--- src/sv/atti_pkg.sv ---
// Shared constants, table and types for the table-interpolated atan2 core.
`default_nettype none

package atti_pkg;

    localparam int COORD_WIDTH         = 16;
    localparam int MAG_WIDTH           = COORD_WIDTH;
    localparam int ANGLE_WIDTH         = 16;
    localparam int FRAC_BITS           = 16;
    localparam int Q_WIDTH             = FRAC_BITS + 1;
    localparam int TABLE_SEGMENTS      = 16;
    localparam int TABLE_INTERVALS     = TABLE_SEGMENTS - 1;
    localparam int IDX_WIDTH           = $clog2(TABLE_SEGMENTS);
    localparam int P_WIDTH             = Q_WIDTH + IDX_WIDTH;
    localparam int TAB_WIDTH           = 14;
    localparam int DIFF_WIDTH          = 10;
    localparam int PROD_WIDTH          = FRAC_BITS + DIFF_WIDTH;
    localparam int DIV_STEPS           = Q_WIDTH;
    localparam int DIV_STEPS_PER_STAGE = 2;
    localparam int DIV_STAGES          =
        (DIV_STEPS + DIV_STEPS_PER_STAGE - 1) / DIV_STEPS_PER_STAGE;

    localparam logic [MAG_WIDTH-1:0]   MAG_ONE     = MAG_WIDTH'(1);
    localparam logic [IDX_WIDTH-1:0]   IDX_ONE     = IDX_WIDTH'(1);
    localparam logic [IDX_WIDTH-1:0]   LAST_IDX    = IDX_WIDTH'(TABLE_INTERVALS);
    localparam logic [P_WIDTH-1:0]     INTERVALS_P = P_WIDTH'(TABLE_INTERVALS);
    localparam logic [P_WIDTH-1:0]     MAX_P       =
        P_WIDTH'(TABLE_INTERVALS) << FRAC_BITS;
    localparam logic [PROD_WIDTH:0]    ROUND_HALF  =
        (PROD_WIDTH + 1)'(1) << (FRAC_BITS - 1);
    localparam logic [ANGLE_WIDTH-1:0] EIGHTH_TURN  = 16'h2000;
    localparam logic [ANGLE_WIDTH-1:0] QUARTER_TURN = 16'h4000;
    localparam logic [ANGLE_WIDTH-1:0] HALF_TURN    = 16'h8000;

    // Arctangent of k/15 in units of 1/65536 turn, rounded to nearest.
    localparam logic [TAB_WIDTH-1:0] ATAN_TABLE [TABLE_SEGMENTS] = '{
        14'd0,    14'd694,  14'd1383, 14'd2059,
        14'd2718, 14'd3356, 14'd3969, 14'd4554,
        14'd5110, 14'd5637, 14'd6133, 14'd6600,
        14'd7038, 14'd7448, 14'd7832, 14'd8192
    };

    typedef struct packed {
        logic y_neg;
        logic x_neg;
        logic y_big;
        logic zero;
    } side_t;

endpackage

`default_nettype wire

--- src/sv/atti_div.sv ---
// Pipelined restoring divider forming the Q1.16 ratio of the smaller to the larger magnitude.
`default_nettype none

module atti_div (
    input  wire logic                             aclk,
    input  wire logic                             aresetn,
    input  wire logic                             advance,
    input  wire logic                             in_valid,
    input  wire logic [atti_pkg::MAG_WIDTH-1:0]   in_small,
    input  wire logic [atti_pkg::MAG_WIDTH-1:0]   in_big,
    input  wire atti_pkg::side_t                  in_side,
    output logic                                  out_valid,
    output logic [atti_pkg::Q_WIDTH-1:0]          out_quot,
    output atti_pkg::side_t                       out_side
);

    logic                             valid_reg [atti_pkg::DIV_STAGES];
    logic [atti_pkg::MAG_WIDTH-1:0]   rem_reg   [atti_pkg::DIV_STAGES];
    logic [atti_pkg::MAG_WIDTH-1:0]   big_reg   [atti_pkg::DIV_STAGES];
    logic [atti_pkg::Q_WIDTH-1:0]     quot_reg  [atti_pkg::DIV_STAGES];
    logic [atti_pkg::Q_WIDTH-1:0]     dvd_reg   [atti_pkg::DIV_STAGES];
    atti_pkg::side_t                  side_reg  [atti_pkg::DIV_STAGES];

    logic [atti_pkg::MAG_WIDTH-1:0]   rem_next  [atti_pkg::DIV_STAGES];
    logic [atti_pkg::MAG_WIDTH-1:0]   big_next  [atti_pkg::DIV_STAGES];
    logic [atti_pkg::Q_WIDTH-1:0]     quot_next [atti_pkg::DIV_STAGES];
    logic [atti_pkg::Q_WIDTH-1:0]     dvd_next  [atti_pkg::DIV_STAGES];
    atti_pkg::side_t                  side_next [atti_pkg::DIV_STAGES];

    genvar s;
    generate
        for (s = 0; s < atti_pkg::DIV_STAGES; s++) begin : g_stage
            logic [atti_pkg::MAG_WIDTH-1:0] rem_src;
            logic [atti_pkg::MAG_WIDTH-1:0] big_src;
            logic [atti_pkg::Q_WIDTH-1:0]   quot_src;
            logic [atti_pkg::Q_WIDTH-1:0]   dvd_src;
            atti_pkg::side_t                side_src;

            if (s == 0) begin : g_first
                // The low bit of the dividend is shifted in by the first step.
                assign rem_src  = in_small >> 1;
                assign big_src  = in_big;
                assign quot_src = '0;
                assign dvd_src  = {in_small[0], {(atti_pkg::Q_WIDTH-1){1'b0}}};
                assign side_src = in_side;
            end else begin : g_rest
                assign rem_src  = rem_reg[s-1];
                assign big_src  = big_reg[s-1];
                assign quot_src = quot_reg[s-1];
                assign dvd_src  = dvd_reg[s-1];
                assign side_src = side_reg[s-1];
            end

            always_comb begin
                logic [atti_pkg::MAG_WIDTH:0]   trial;
                logic [atti_pkg::MAG_WIDTH:0]   diff;
                logic [atti_pkg::MAG_WIDTH-1:0] rem;
                logic [atti_pkg::Q_WIDTH-1:0]   quot;
                logic [atti_pkg::Q_WIDTH-1:0]   dvd;
                trial = '0;
                diff  = '0;
                rem   = rem_src;
                quot  = quot_src;
                dvd   = dvd_src;
                for (int j = 0; j < atti_pkg::DIV_STEPS_PER_STAGE; j++) begin
                    if (s * atti_pkg::DIV_STEPS_PER_STAGE + j < atti_pkg::DIV_STEPS) begin
                        trial = {rem, dvd[atti_pkg::Q_WIDTH-1]};
                        dvd   = {dvd[atti_pkg::Q_WIDTH-2:0], 1'b0};
                        diff  = trial - {1'b0, big_src};
                        if (trial >= {1'b0, big_src}) begin
                            rem  = diff[atti_pkg::MAG_WIDTH-1:0];
                            quot = {quot[atti_pkg::Q_WIDTH-2:0], 1'b1};
                        end else begin
                            rem  = trial[atti_pkg::MAG_WIDTH-1:0];
                            quot = {quot[atti_pkg::Q_WIDTH-2:0], 1'b0};
                        end
                    end
                end
                rem_next[s]  = rem;
                quot_next[s] = quot;
                dvd_next[s]  = dvd;
                big_next[s]  = big_src;
                side_next[s] = side_src;
            end
        end
    endgenerate

    always_ff @(posedge aclk) begin
        if (!aresetn) begin
            for (int i = 0; i < atti_pkg::DIV_STAGES; i++) begin
                valid_reg[i] <= 1'b0;
            end
        end else if (advance) begin
            valid_reg[0] <= in_valid;
            for (int i = 1; i < atti_pkg::DIV_STAGES; i++) begin
                valid_reg[i] <= valid_reg[i-1];
            end
        end
    end

    always_ff @(posedge aclk) begin
        if (advance) begin
            for (int i = 0; i < atti_pkg::DIV_STAGES; i++) begin
                rem_reg[i]  <= rem_next[i];
                big_reg[i]  <= big_next[i];
                quot_reg[i] <= quot_next[i];
                dvd_reg[i]  <= dvd_next[i];
                side_reg[i] <= side_next[i];
            end
        end
    end

    assign out_valid = valid_reg[atti_pkg::DIV_STAGES-1];
    assign out_quot  = quot_reg[atti_pkg::DIV_STAGES-1];
    assign out_side  = side_reg[atti_pkg::DIV_STAGES-1];

    a_reset_clears: assert property (@(posedge aclk)
        !aresetn |=> !out_valid)
        else $error("divider output valid after reset");

    a_rem_below_divisor: assert property (@(posedge aclk) disable iff (!aresetn)
        out_valid && !out_side.zero
            |-> rem_reg[atti_pkg::DIV_STAGES-1] < big_reg[atti_pkg::DIV_STAGES-1])
        else $error("divider remainder not below divisor");

    a_quot_range: assert property (@(posedge aclk) disable iff (!aresetn)
        out_valid && !out_side.zero
            |-> out_quot <= (atti_pkg::Q_WIDTH'(1) << atti_pkg::FRAC_BITS))
        else $error("ratio above one");

    a_hold_on_stall: assert property (@(posedge aclk) disable iff (!aresetn)
        !advance |=> $stable(out_valid) && $stable(out_quot))
        else $error("divider moved while stalled");

endmodule

`default_nettype wire

--- src/sv/atan2_turns_table_interp_core.sv ---
// Top level of the pipelined atan2 core returning the angle in fractions of a turn.
//
//  Channel   Direction  Handshake          Payload
//  s_        in         s_valid, s_ready   s_y_coord, s_x_coord (16-bit signed)
//  m_        out        m_valid, m_ready   m_angle_turns (16-bit unsigned)
//
// One transfer is accepted per cycle while the output is not stalled. The depth
// is set by the nine stages of the ratio divider (two quotient bits each, one in
// the last) plus six stages for magnitude, ordering, index, table, multiply and
// fold. Reset is synchronous and clears only the valid bits. While m_valid is
// high and m_ready low, the whole pipeline holds and s_ready is low.
`default_nettype none

module atan2_turns_table_interp_core (
    input  wire logic                                       aclk,
    input  wire logic                                       aresetn,
    input  wire logic                                       s_valid,
    output logic                                            s_ready,
    input  wire logic signed [atti_pkg::COORD_WIDTH-1:0]    s_y_coord,
    input  wire logic signed [atti_pkg::COORD_WIDTH-1:0]    s_x_coord,
    output logic                                            m_valid,
    input  wire logic                                       m_ready,
    output logic [atti_pkg::ANGLE_WIDTH-1:0]                m_angle_turns
);

    localparam logic [1:0] QUAD_FIRST  = 2'b00;
    localparam logic [1:0] QUAD_SECOND = 2'b10;
    localparam logic [1:0] QUAD_THIRD  = 2'b11;
    localparam logic [1:0] QUAD_FOURTH = 2'b01;

    logic adv;

    logic [atti_pkg::COORD_WIDTH-1:0] y_bits;
    logic [atti_pkg::COORD_WIDTH-1:0] x_bits;
    logic [atti_pkg::MAG_WIDTH-1:0]   ay_next;
    logic [atti_pkg::MAG_WIDTH-1:0]   ax_next;

    logic                             mag_valid_reg;
    logic [atti_pkg::MAG_WIDTH-1:0]   mag_ay_reg;
    logic [atti_pkg::MAG_WIDTH-1:0]   mag_ax_reg;
    logic                             mag_yneg_reg;
    logic                             mag_xneg_reg;

    logic                             srt_valid_reg;
    logic [atti_pkg::MAG_WIDTH-1:0]   srt_small_reg;
    logic [atti_pkg::MAG_WIDTH-1:0]   srt_big_reg;
    atti_pkg::side_t                  srt_side_reg;
    atti_pkg::side_t                  srt_side_next;

    logic                             div_valid;
    logic [atti_pkg::Q_WIDTH-1:0]     div_quot;
    atti_pkg::side_t                  div_side;

    logic                             idx_valid_reg;
    logic [atti_pkg::P_WIDTH-1:0]     idx_p_reg;
    atti_pkg::side_t                  idx_side_reg;

    logic [atti_pkg::IDX_WIDTH-1:0]   tab_lo;
    logic [atti_pkg::IDX_WIDTH-1:0]   tab_hi;
    logic [atti_pkg::TAB_WIDTH-1:0]   tab_a_next;
    logic [atti_pkg::TAB_WIDTH-1:0]   tab_step;
    logic [atti_pkg::DIFF_WIDTH-1:0]  tab_diff_next;

    logic                             tab_valid_reg;
    logic [atti_pkg::TAB_WIDTH-1:0]   tab_a_reg;
    logic [atti_pkg::DIFF_WIDTH-1:0]  tab_diff_reg;
    logic [atti_pkg::FRAC_BITS-1:0]   tab_frac_reg;
    atti_pkg::side_t                  tab_side_reg;

    logic                             mul_valid_reg;
    logic [atti_pkg::PROD_WIDTH-1:0]  mul_prod_reg;
    logic [atti_pkg::TAB_WIDTH-1:0]   mul_a_reg;
    atti_pkg::side_t                  mul_side_reg;

    logic [atti_pkg::PROD_WIDTH:0]    rnd_sum;
    logic [atti_pkg::ANGLE_WIDTH-1:0] r_interp;
    logic [atti_pkg::ANGLE_WIDTH-1:0] r_octant;
    logic [atti_pkg::ANGLE_WIDTH-1:0] angle_next;

    logic                             m_valid_reg;
    logic [atti_pkg::ANGLE_WIDTH-1:0] m_angle_turns_reg;

    assign adv     = !m_valid_reg || m_ready;
    assign s_ready = adv;

    // Magnitudes; the most negative code maps to its exact magnitude.
    assign y_bits  = s_y_coord;
    assign x_bits  = s_x_coord;
    assign ay_next = y_bits[atti_pkg::COORD_WIDTH-1] ? (~y_bits + atti_pkg::MAG_ONE) : y_bits;
    assign ax_next = x_bits[atti_pkg::COORD_WIDTH-1] ? (~x_bits + atti_pkg::MAG_ONE) : x_bits;

    always_comb begin
        srt_side_next.y_neg = mag_yneg_reg;
        srt_side_next.x_neg = mag_xneg_reg;
        srt_side_next.y_big = mag_ay_reg >= mag_ax_reg;
        srt_side_next.zero  = (mag_ay_reg == '0) && (mag_ax_reg == '0);
    end

    atti_div u_div (
        .aclk      (aclk),
        .aresetn   (aresetn),
        .advance   (adv),
        .in_valid  (srt_valid_reg),
        .in_small  (srt_small_reg),
        .in_big    (srt_big_reg),
        .in_side   (srt_side_reg),
        .out_valid (div_valid),
        .out_quot  (div_quot),
        .out_side  (div_side)
    );

    always_comb begin
        tab_lo     = idx_p_reg[atti_pkg::FRAC_BITS +: atti_pkg::IDX_WIDTH];
        tab_hi     = tab_lo + atti_pkg::IDX_ONE;
        tab_a_next = atti_pkg::ATAN_TABLE[tab_lo];
        tab_step   = atti_pkg::ATAN_TABLE[tab_hi] - tab_a_next;
        if (tab_lo == atti_pkg::LAST_IDX) begin
            tab_diff_next = '0;
        end else begin
            tab_diff_next = tab_step[atti_pkg::DIFF_WIDTH-1:0];
        end
    end

    always_comb begin
        rnd_sum  = {1'b0, mul_prod_reg} + atti_pkg::ROUND_HALF;
        r_interp = {{(atti_pkg::ANGLE_WIDTH-atti_pkg::TAB_WIDTH){1'b0}}, mul_a_reg}
                 + {{(atti_pkg::ANGLE_WIDTH-atti_pkg::DIFF_WIDTH-1){1'b0}},
                    rnd_sum[atti_pkg::PROD_WIDTH:atti_pkg::FRAC_BITS]};
        r_octant = mul_side_reg.y_big ? (atti_pkg::QUARTER_TURN - r_interp) : r_interp;
        case ({mul_side_reg.x_neg, mul_side_reg.y_neg})
            QUAD_FIRST:  angle_next = r_octant;
            QUAD_SECOND: angle_next = atti_pkg::HALF_TURN - r_octant;
            QUAD_THIRD:  angle_next = atti_pkg::HALF_TURN + r_octant;
            QUAD_FOURTH: angle_next = '0 - r_octant;
            default:     angle_next = r_octant;
        endcase
        if (mul_side_reg.zero) begin
            angle_next = '0;
        end
    end

    always_ff @(posedge aclk) begin
        if (!aresetn) begin
            mag_valid_reg <= 1'b0;
            srt_valid_reg <= 1'b0;
            idx_valid_reg <= 1'b0;
            tab_valid_reg <= 1'b0;
            mul_valid_reg <= 1'b0;
            m_valid_reg   <= 1'b0;
        end else if (adv) begin
            mag_valid_reg <= s_valid;
            srt_valid_reg <= mag_valid_reg;
            idx_valid_reg <= div_valid;
            tab_valid_reg <= idx_valid_reg;
            mul_valid_reg <= tab_valid_reg;
            m_valid_reg   <= mul_valid_reg;
        end
    end

    always_ff @(posedge aclk) begin
        if (adv) begin
            mag_ay_reg        <= ay_next;
            mag_ax_reg        <= ax_next;
            mag_yneg_reg      <= y_bits[atti_pkg::COORD_WIDTH-1];
            mag_xneg_reg      <= x_bits[atti_pkg::COORD_WIDTH-1];

            srt_small_reg     <= srt_side_next.y_big ? mag_ax_reg : mag_ay_reg;
            srt_big_reg       <= srt_side_next.y_big ? mag_ay_reg : mag_ax_reg;
            srt_side_reg      <= srt_side_next;

            idx_p_reg         <= {{atti_pkg::IDX_WIDTH{1'b0}}, div_quot}
                                 * atti_pkg::INTERVALS_P;
            idx_side_reg      <= div_side;

            tab_a_reg         <= tab_a_next;
            tab_diff_reg      <= tab_diff_next;
            tab_frac_reg      <= idx_p_reg[atti_pkg::FRAC_BITS-1:0];
            tab_side_reg      <= idx_side_reg;

            mul_prod_reg      <= {{atti_pkg::DIFF_WIDTH{1'b0}}, tab_frac_reg}
                                 * {{atti_pkg::FRAC_BITS{1'b0}}, tab_diff_reg};
            mul_a_reg         <= tab_a_reg;
            mul_side_reg      <= tab_side_reg;

            m_angle_turns_reg <= angle_next;
        end
    end

    assign m_valid       = m_valid_reg;
    assign m_angle_turns = m_angle_turns_reg;

    a_index_range: assert property (@(posedge aclk) disable iff (!aresetn)
        idx_valid_reg && !idx_side_reg.zero |-> idx_p_reg <= atti_pkg::MAX_P)
        else $error("table position beyond last point");

    a_first_octant: assert property (@(posedge aclk) disable iff (!aresetn)
        mul_valid_reg && !mul_side_reg.zero |-> r_interp <= atti_pkg::EIGHTH_TURN)
        else $error("interpolated angle outside first octant");

    a_mul_hold: assert property (@(posedge aclk) disable iff (!aresetn)
        !adv && mul_valid_reg |=> mul_valid_reg && $stable(mul_prod_reg))
        else $error("multiply stage changed while stalled");

endmodule

`default_nettype wire

--- config.mk ---
export PLATFORM = sky130hd
export DESIGN_NAME = atan2_turns_table_interp_core
export DESIGN_NICKNAME = d
export VERILOG_FILES = /design/src/sv/atti_pkg.sv /design/src/sv/atti_div.sv /design/src/sv/atan2_turns_table_interp_core.sv
export SDC_FILE = /design/constraint.sdc
export NUM_CORES = 2
export LEC_CHECK = 0
export BUFFER_PORTS_ARGS = -buffer_cell sky130_fd_sc_hd__buf_2
export CAP_MARGIN = 20
export CELL_PAD_IN_SITES_DETAIL_PLACEMENT = 0
export CELL_PAD_IN_SITES_GLOBAL_PLACEMENT = 2
export CORE_MARGIN = 2
export CORE_UTILIZATION = 44
export CTS_CLUSTER_DIAMETER = 100
export DETAILED_ROUTE_END_ITERATION = 12
export PLACE_DENSITY_LB_ADDON = 0.1
export SKIP_CTS_REPAIR_TIMING = 1
export SLEW_MARGIN = 20
export SYNTH_ARGS = -nofsm -noshare
export SYNTH_HDL_FRONTEND = slang
export SYNTH_HIERARCHICAL = 1
export SYNTH_SLANG_ARGS = --single-unit
--- constraint.sdc ---
create_clock -name aclk -period 32.1 [get_ports aclk]
set_input_delay 6.42 -clock aclk [delete_from_list [all_inputs] [get_ports aclk]]
set_output_delay 6.42 -clock aclk [all_outputs]
set_load 0.02 [all_outputs]
-- Word-level counts from Yosys, hierarchy flattened
Memories as Yosys holds them, arrays and structs flattened. A register that Yosys moved wholly into a read port is not among the register bits.
Index checks and enable logic that the tools add are counted.
- memories: 8
- output and inout port bits: 18
- memory bits (writable): 630
- register bits after elaboration: 199
- memory bits (read-only): 448
- logic and storage cells: 171
- reduce and logical (&&, ||, !) cells: 7
- order comparisons: 20
- bitwise gates (word level): 13
- mux-type cells: 58
- $mul: 2
- equal/unequal tests: 4
- add/sub/neg operators: 27
- memories (memory ; words ; bits a word ; read ports ; clocked after memory_dff ; wr ports ; line ; RTL):
    (no name shown) ; 16 ; 14 ; 1 ; 0 ; 0 ; atan2_turns_table_interp_core.sv:116 ; tab_step = atti_pkg::ATAN_TABLE[tab_hi] - tab_a_next;
    (no name shown) ; 16 ; 14 ; 1 ; 0 ; 0 ; atan2_turns_table_interp_core.sv:115 ; tab_a_next = atti_pkg::ATAN_TABLE[tab_lo];
    u_div.quot_reg ; 9 ; 17 ; 9 ; 0 ; 9 ; atti_div.sv:20 ; logic [atti_pkg::Q_WIDTH-1:0] quot_reg [atti_pkg::DIV_STAGES];
    u_div.big_reg ; 9 ; 16 ; 8 ; 0 ; 9 ; atti_div.sv:19 ; logic [atti_pkg::MAG_WIDTH-1:0] big_reg [atti_pkg::DIV_STAGES];
    u_div.dvd_reg ; 9 ; 16 ; 8 ; 0 ; 9 ; atti_div.sv:21 ; logic [atti_pkg::Q_WIDTH-1:0] dvd_reg [atti_pkg::DIV_STAGES];
    u_div.rem_reg ; 9 ; 16 ; 8 ; 0 ; 9 ; atti_div.sv:18 ; logic [atti_pkg::MAG_WIDTH-1:0] rem_reg [atti_pkg::DIV_STAGES];
    2 more memories ; n/a ; n/a ; n/a ; n/a ; n/a ; n/a ;
- operators with widths (kind ; number):
    16-bit 2-to-1 mux ; 20
    17-bit by 16-bit >= comparator with 1-bit output ; 16
    16-bit subtractor ; 17
    16-bit one-hot mux with 4 select lines ; 1
    16-bit by 1-bit adder with 16-bit output, second input constant ; 2
    16-bit >= comparator ; 2
    16-bit logical NOT ; 2
    16-bit NOT ; 2
    1-bit 2-to-1 mux ; 31
    15-bit 2-to-1 mux ; 2
    14-bit 2-to-1 mux ; 2
    26-bit by 16-bit adder with 27-bit output, second input constant ; 1
    16-bit by 10-bit multiplier with 26-bit output ; 1
    17-bit by 4-bit multiplier with 20-bit output, second input constant ; 1
    10-bit 2-to-1 mux ; 2
    16-bit adder, first input constant ; 1
    1-bit by 16-bit subtractor with 16-bit output, first input constant ; 1
    15-bit by 15-bit subtractor with 16-bit output, first input constant ; 1
    16-bit subtractor, first input constant ; 1
    14-bit by 11-bit adder with 15-bit output ; 1
    5-bit >= comparator, second input constant ; 2
    4-bit NOT with 5-bit output ; 2
    10-bit subtractor ; 1
    1-bit bitwise OR ; 9
    other kinds (8) ; 10

-- Logic depth before layout (Yosys ltp)
- depth after elaboration: 6
- gate-level depth with buffers: 24
- depth with buffers taken out: 22

-- Cells and area by module
The synthesis kept the hierarchy.
- by module, submodules not included (module ; cells each ; area an instance (um^2) ; times used ; sequential area each (um^2)):
    atti_div ; 2512 ; 26925.8 ; 1 ; 11711.2
    atan2_turns_table_interp_core ; 1520 ; 16248.1 ; 1 ; 5615.4

-- Worst setup path after synthesis
OpenSTA, ideal clock, no wires.
- path type: input to output
- start point: in m_ready
- end point: out s_ready
- path slack: 3447 ps
- data required time: 25680 ps
- cell stages on the path: 2
- buffers on the path: 1
- arrival time: 22233 ps
- path through: nand2b_1 clkbuf_1
- longest elaborated chain between the ends: 1
- RTL lines (what ; line ; RTL):
    start, declared ; atan2_turns_table_interp_core.sv:22 ; input wire logic m_ready,
    1-bit logical OR ; atan2_turns_table_interp_core.sv:83 ; assign adv = !m_valid_reg || m_ready;
    end, declared ; atan2_turns_table_interp_core.sv:18 ; output logic s_ready,
Every way passes these cells.

-- Final worst setup path
Ends and elaborated chain as after synthesis.

==> results.py <==
metrics = {
    "hold_path": {
        "worstHoldPathType": "reg2reg",
        "min_path_cells": 0,
        "hold_end": "u_div/quot_reg[0][96]",
        "min-delay-start": "u_div/quot_reg[0][77]",
    },
    "drt": {
        "top_layer": "met4",
        "totalWireLength_um": 100300,
        "first_pass_iters": 5,
        "post_drt_wl_per_cell_um": 18.46,
        "ant_nets": 0,
        "via_count": 29076,
        "dr_wl_met2_um": 44120,
        "drcViolationCount": 0,
        "vias_per_cell": 5.353,
        "met3_length_um": 3503,
        "drt_iter0_drc": 1970,
        "wirelength_met1_um": 51320,
    },
    "floorplan": {
        "die_area_um2": 100600,
        "die_h_um": 317.2,
        "boundaryPins": 54,
        "start_util_pct": 44.51,
        "core_um2": 96990,
        "core.rowCount": 114,
        "fp.dieW_um": 317.2,
    },
    "critical_path": {
        "rr_startpoint": "tab_diff_reg[9]",
        "crit_arrival_ns": 6.99,
        "critical_path_required_ns": 25.68,
        "cp-start-kind": "input port",
        "worstReg2RegEnd": "mul_prod_reg[25]",
        "reg2reg_slack_ns": 25.05,
        "critPathKind": "in2out",
        "critPathMaxFanout": 3,
        "reg2reg_depth": 20,
        "end_kind": "output port",
    },
    "clock_network": {
        "cts_buffers": 71,
        "clk_pin_slew_ns": 0.06,
        "clock_path_buffers": 3,
        "clock_latency_ns": 0.64,
        "cts-root-buf": "clkbuf_16",
        "cts_tree": "done",
        "clkSinkCount": 579,
        "htree_levels": 3,
    },
    "sta": {
        "worstMarginPinSlew_ns": 1.046,
        "rsz0062_at_grt": "false",
        "layout_min_cycle_time_ns": 13.41,
        "finalHoldViolations": 0,
        "fin_crit_sh_pct": 41.78,
        "skew_ns": 0.02975,
        "slew_headroom_pct": 30.29,
        "fmax_ghz": 0.07457,
        "maxSlewViolCount": 0,
        "setup_viol": 0,
        "tns_ns": 0,
    },
    "logic_synthesis": {
        "ys.flop_type": "edfxtp_1",
        "yosysSeqAreaShare_pct": 40.13,
        "synthDistinctLibCells": 116,
        "avgSynthCellArea_um2": 10.71,
        "syn_inst": 4032,
        "async_flop_share_pct": 0,
        "yosysWarnings": 6,
        "synth_edf_count": 573,
        "synthTopCellsByArea": "edfxtp_1 40%, ha_1 12%, fa_1 7.0%, xnor2_1 3.9%, mux2_2 3.7%",
        "ys_ff_latch": 579,
        "yosysTopAreaCell": "edfxtp_1",
        "synth_top_area_share_pct": 39.85,
        "syn-cell-area_um2": 43170,
        "synth_nets": 4623,
    },
    "cells_and_area": {
        "ff_latch_area_um2": 17330,
        "areaGrowthSynthToFinish_pct": 9.398,
        "multi_input_area_um2": 23870,
        "fillers": 9043,
        "n_antenna_cell": 0,
        "instances_no_fill": 5432,
        "final_common_cell": "edfxtp_1",
        "fin_util_pct": 48.70,
        "drive_above_1_share_pct": 9.986,
        "fin_nets": 4690,
        "final_cell_mix": "573 x edfxtp_1, 424 x inv_1, 404 x ha_1, 276 x nand2_1, 245 x nor2_1",
    },
    "global_routing": {
        "antenna_found_initial": 1,
        "grtUsageTotal_pct": 20.16,
        "grt_max_degree": 149,
        "grt_pass1_wl_um": 159900,
        "overflow": 0,
        "grt_pass1_vias": 28229,
    },
    "placement": {
        "dp_cells": 5302,
        "routabilityCongestion": 0.8320,
        "place.port_buffers": 53,
        "dp_hpwl_um": 78120,
    },
    "run": {
        "drv_cap": 0,
    },
    "status": {
        "outcome": "completed",
    },
}
## synth_stat cells (all sizes together) (18+ instances only)
library cell and n:
o221ai 18, mux2i 26, o21bai 37, a21o 98, o21a 66, or2 18
inv 427, xnor2 194, a211oi 26, nand2b 50, nand2 277, o21ai 172
a31oi 28, fa 151, o31ai 30, nor4 25, a21oi 224, or3 25
nor2b 55, edfxtp 573, nand4 40, nor2 246, ha 404, buf 27
and3 37, and2 101, nor3 84, mux2 162, clkbuf 54, o211ai 24
nand3 55, xor2 82
## layer usage
metal  GRT usage [%]  up-vias
met5               0        -
met4           3.863        0
met3           2.413       86
met2           31.10      427
met1           30.55    13885
li1                -    14678
## through the flow
stage | worst slack (ns) | hold WS (ns) | instance area, um2
5_1_grt | 18.68 | 0.3940 | 47230
2_1_floorplan | 3.447 | 0.4003 | 43170
3_3_place_gp | 18.65 | 0.4005 | 44830
4_1_cts | 18.66 | 0.3997 | 47230
6_report | 18.69 | 0.3983 | 47230
3_5_place_dp | 18.66 | 0.4045 | 44850
## layout make-up
class,instances,share of cell area (%)
clock buffers,92,4.082
clock inverters,38,0.9537
inverters,428,3.401
multi-input cells,2944,50.54
flip-flops and latches,579,36.68
well taps,1276,3.380
repair buffers,75,0.9616
## logic make-up (layout without fill, tap and decap cells)
| group | after synthesis | after routing | share of synthesized area, % |
|---|---|---|---|
| AOI/OAI and AO/OA | 866 | 866 | 13.64 |
| muxes | 189 | 189 | 4.985 |
| DFF | 579 | 579 | 40.13 |
| and+or+nand+nor | 1058 | 1058 | 12.25 |
| buffers and inverters | 509 | 633 | 4.637 |
| adders and majority gates | 555 | 555 | 18.71 |
| xor gates and xnor gates | 276 | 276 | 5.651 |
## critical path: stages
cell and delay, ns:
buf_2 0.08, nand2b_4 0.21, buf_2 0.27
## how the worst max path moves through the flow
| stage | start | to | slack [ns] | cells after the start |
|---|---|---|---|---|
| 3_3_place_gp | m_ready | s_ready | 18.65 | 3 |
| 6_report | m_ready | s_ready | 18.69 | 3 |
| 5_1_grt | m_ready | s_ready | 18.68 | 3 |
| 2_1_floorplan | m_ready | s_ready | 3.45 | 2 |
| 4_1_cts | m_ready | s_ready | 18.66 | 3 |
| 3_5_place_dp | m_ready | s_ready | 18.66 | 3 |
Power is left out: the tool's default activity adds up to more than one toggle a clock period on the data nets, which glitch-free logic cannot reach.
